<file path="src/hdl/vmmt_ram.sv">
// generic single-write, single-read synchronous ram with registered read
module vmmt_ram #(
    parameter int WIDTH = 8,
    parameter int DEPTH = 16
) (
    input  logic                     clk,
    input  logic                     wr_en,
    input  logic [$clog2(DEPTH)-1:0] wr_addr,
    input  logic [WIDTH-1:0]         wr_data,
    input  logic [$clog2(DEPTH)-1:0] rd_addr,
    output logic [WIDTH-1:0]         rd_data
);

    logic [WIDTH-1:0] mem [DEPTH];

    always_ff @(posedge clk)
    begin
        if (wr_en)
        begin
            mem[wr_addr] <= wr_data;
        end
        rd_data <= mem[rd_addr];
    end

endmodule

</file>
<file path="config.mk">
export PLATFORM = sky130hd
export DESIGN_NAME = vmmt_ram
export DESIGN_NICKNAME = d
export VERILOG_FILES = /design/src/hdl/vmmt_ram.sv
export SDC_FILE = /design/constraint.sdc
export NUM_CORES = 1
export LEC_CHECK = 0
export BUFFER_PORTS_ARGS = -buffer_cell sky130_fd_sc_hd__buf_2
export CAP_MARGIN = 20
export CORE_ASPECT_RATIO = 1.2
export CORE_UTILIZATION = 31
export CTS_CLUSTER_DIAMETER = 80
export DETAILED_ROUTE_END_ITERATION = 7
export PLACE_DENSITY_LB_ADDON = 0.25
export SKIP_CTS_REPAIR_TIMING = 1
export SYNTH_ARGS = -nofsm -noshare
export SYNTH_HDL_FRONTEND = slang
export SYNTH_SLANG_ARGS = --single-unit
</file>
<file path="constraint.sdc">
create_clock -name clk -period 4.95 [get_ports clk]
set_input_delay 0.495 -clock clk [delete_from_list [all_inputs] [get_ports clk]]
set_output_delay 0.495 -clock clk [all_outputs]
set_load 0.005 [all_outputs]
</file>
* After elaboration in Yosys (flattened, before gate mapping) *
Memories as Yosys holds them, arrays and structs flattened. A register that Yosys moved wholly into a read port is not among the register bits.
Cells that the tools add are included.

storage, ports and cells
  input port bits = 18
  RAM bits = 128
  memories = 1
  output and inout port bits = 8
  word-level logic and storage cells = 3
  bits in registers = 0

memory list
  memory  depth  width  rd ports  clocked after Yosys merged registers in  wr ports  line  text
  mem     16     8      1         1                                        1         14    logic [WIDTH-1:0] mem [DEPTH];

cells by class
  muxes and demuxes = 2

operator list
  operator          number
  1-bit 2-to-1 mux  2

* Depth between registers and ports, before layout *
  depth after elaboration = 2
  mapped depth = 5
  gate-level depth less buffers = 3

* Worst setup path before layout *
No wires, ideal clock.

  path kind = input to register
  start = input wr_addr[2]
  end = memory mem[0][0] (enable)
  slack = 2.962 ns
  required time = 4.567 ns
  arrival = 1.605 ns
  setup time = 0.383 ns
  stages on the path = 2
  path buffers = 0
  cells stage by stage = or3b_2 > nor3_1

RTL lines
  what         line  text
  from (decl)  8     input logic [$clog2(DEPTH)-1:0] wr_addr,
  to (decl)    14

Straight into the memory's write port.

* Worst setup path in the final report *
  start = input wr_addr[2]
  end = memory mem[0][7] (enable)

Straight into the memory's write port.

==> summary.md <==
| Metric | Value |
|---|---|
| RR Endpoint | `rd_data[5]` |
| Maximum resistive drop on vdd | `0.232 mV` |
| WHS | `477 ps` |
| Net count reported at finish | `285` |
| Final worst path period need | `1900 ps` |
| Vias in the first global route | `2471` |
| Min-delay src | `wr_data[4]` |
| Max-cap violations | `0` |
| Reg2reg path depth | `3` |
| Clk_lat worst skew | `400 ps` |
| 1st-iter DRT viols | `147` |
| Netlist cell types | `19` |
| Fin Setup TNS | `0 ps` |
| Met1 Usage GRT | `16.8%` |
| Slew Viols, Final | `0` |
| First-pass DRT Iterations | `4` |
| # IOs | `26` |
| Synthesized area per cell | `22.5 µm²` |
| Req. time, crit path | `5040 ps` |
| Initial antenna violation count | `0` |
| Critical path class | `primary input to flip-flop` |
| DRC viols | `0` |
| Met3 Usage GRT | `3.67%` |
| Startpoint types | `primary input` |
| RSZ-0062 raised after global routing | `false` |
| Sequential-to-total area share from yosys stat | `77.8%` |
| Most Crowded Layer GR | `met2` |
| Core footprint | `16200 µm²` |
| Clock Sinks | `136` |
| Die width | `120 µm` |
| Hpwl dp | `6420 µm` |
| Class of the worst hold path | `primary input to flip-flop` |
| EDFF count, synth | `128` |
| Chip Height | `143 µm` |
| CP Launch Point | `wr_addr[2]` |
| ANT nets after route | `0` |
| H-tree levels | `4` |
| Period Utilization, post-route | `38.5%` |
| IO buf count | `25` |
| Clk_skew | `6.70 ps` |
| Largest net degree at the start of global routing | `33` |
| Die ar. | `17100 µm²` |
| Run status | `finished clean` |
| Critical path endpoint category | `flip-flop` |
| FMAX | `525 MHz` |
| Row cnt | `51` |
| Worst reg2reg startpoint | `mem[1][5]` |
| Mapped Cells | `229` |
| Antenna Cells | `0` |
| Synthesis-stage register bit count | `136` |
| Worst-margin pin slew | `1070 ps` |
| PD cells | `437 nW/µm²` |
| Area grow syn2layout | `18.4%` |
| Post-synth top flop | `edfxtp_1` |
| Final Hold Fails | `0` |
| Top cell type's share of synthesized area | `74.7%` |
| Post-Route WL | `10300 µm` |
| Met2 usage | `20.7%` |
| Initial Utilization | `31.8%` |
| Top cells by area, synth | `edfxtp_1, mux4_2, mux4_1, dfxtp_1, a22oi_1` |
| Slew HR | `28.1%` |
| Reg clk slew, reported paths | `60 ps` |
| Reg2reg setup slack | `3600 ps` |
| Cell Area, Placed | `5500 µm²` |
| Worst hold path depth | `1` |
| Synth area leader | `edfxtp_1` |
| Worst Path Arrival | `2000 ps` |
| Filler instances | `1507` |
| Via count | `2348` |
| Synthesized cell area | `5150 µm²` |
| CTS Buffer Depth | `2` |
| Ys async rst share | `0%` |
| Syn_nets | `247` |
| Fraction of layout cells with a size suffix above 1 | `28.2%` |
| Final Cell Area | `6100 µm²` |
| CP Max Fanout | `5` |
| Num CTS Buffers | `17` |
| First-pass GRT wire length | `15300 µm` |
| Root Buffer | `clkbuf_16` |
| WL per Instance | `20.9 µm` |
| Synth Warn # | `0` |
| Gpl congestion | `0.686` |
| Hold Path Sink | `mem[7][4]` |
| Vias per cell | `4.77` |
| GR Overflow Total | `0` |
| Lkg Pwr | `1.99 nW` |
| CTS tree | `yes` |
| Endpoints failing setup | `0` |
| Gr usage total | `12.8%` |
[worst max-delay path, cell delays in order]
cell and delay [ps]:
buf_2 120, or3b_2 510, nor3_1 550, buf_2 320
[worst max path at each step]
stage / end / slack [ps] / cells past startpoint
detailed placement: mem[0][2] / 2620 / 4
floorplan: mem[0][0] / 2960 / 2
global placement: mem[0][2] / 2290 / 3
CTS: mem[0][7] / 3040 / 4
finish: mem[0][7] / 3050 / 4
global route: mem[0][7] / 3000 / 4
[synth_stat cells (all sizes together), types with 2 or more instances]
master / number
nand3b: 2
edfxtp: 128
buf: 7
nand2b: 2
nor3: 4
a22oi: 16
nand2: 9
mux4: 32
dfxtp: 8
nor2: 13
clkdlybuf4s25: 3
[registers in the layout, summed over array words and instances, names as in the netlist]
| register | flops |
|---|---|
| rd_data | 8 |
| mem | 128 |
[layer usage]
metal / up-vias / share of wire [%]
li1: 1051 / -
met5: - / 0
met3: 4 / 4.4
met1: 1240 / 46
met2: 53 / 49
met4: 0 / 0.78
[logic make-up after synthesis]
logic type | share of synthesized area, %
AO/OA/AOI/OAI | 2.33
buffers and inverters | 1.68
flip-flops | 77.8
multiplexers | 15.0
AND/OR/NAND/NOR | 3.18
[cell type report]
type	count	area, µm²	area share, %
sequential	136	4000	65.7
multi-input combinational	83	1060	17.4
clock buffer	20	447	7.33
tap	212	265	4.35
timing repair buffer	29	165	2.71
clock inverter	12	153	2.50
[cells in the final DEF, fill, tap and decap left out, drive strengths merged]
master,instances
nand3b,2
clkinv,2
mux4,32
nand2,9
nor2,13
nor3,4
buf,29
nand2b,2
and2b,1
and2,1
clkinvlp,7
clkbuf,20
nand3,1
bufinv,3
edfxtp,128
or3b,1
a22oi,16
dfxtp,8
nor2b,1
[stage by stage]
stage	total power, mW	util, %	setup WS, ps	cells
3_5_place_dp	1.44	33.9	2620	460
6_report	2.67	37.6	3050	492
2_1_floorplan	1.38	-	2960	229
5_1_grt	2.75	37.6	3000	492
3_3_place_gp	1.43	33.8	2290	458
4_1_cts	2.69	37.6	3040	492
[report_power, final]
group	internal (mW)	switching, mW	total [mW]
Sequential	1.29	0.00847	1.30
Clock	0.803	0.453	1.26
Combinational	0.0477	0.0665	0.114
Power figures use the tool's default switching activity.
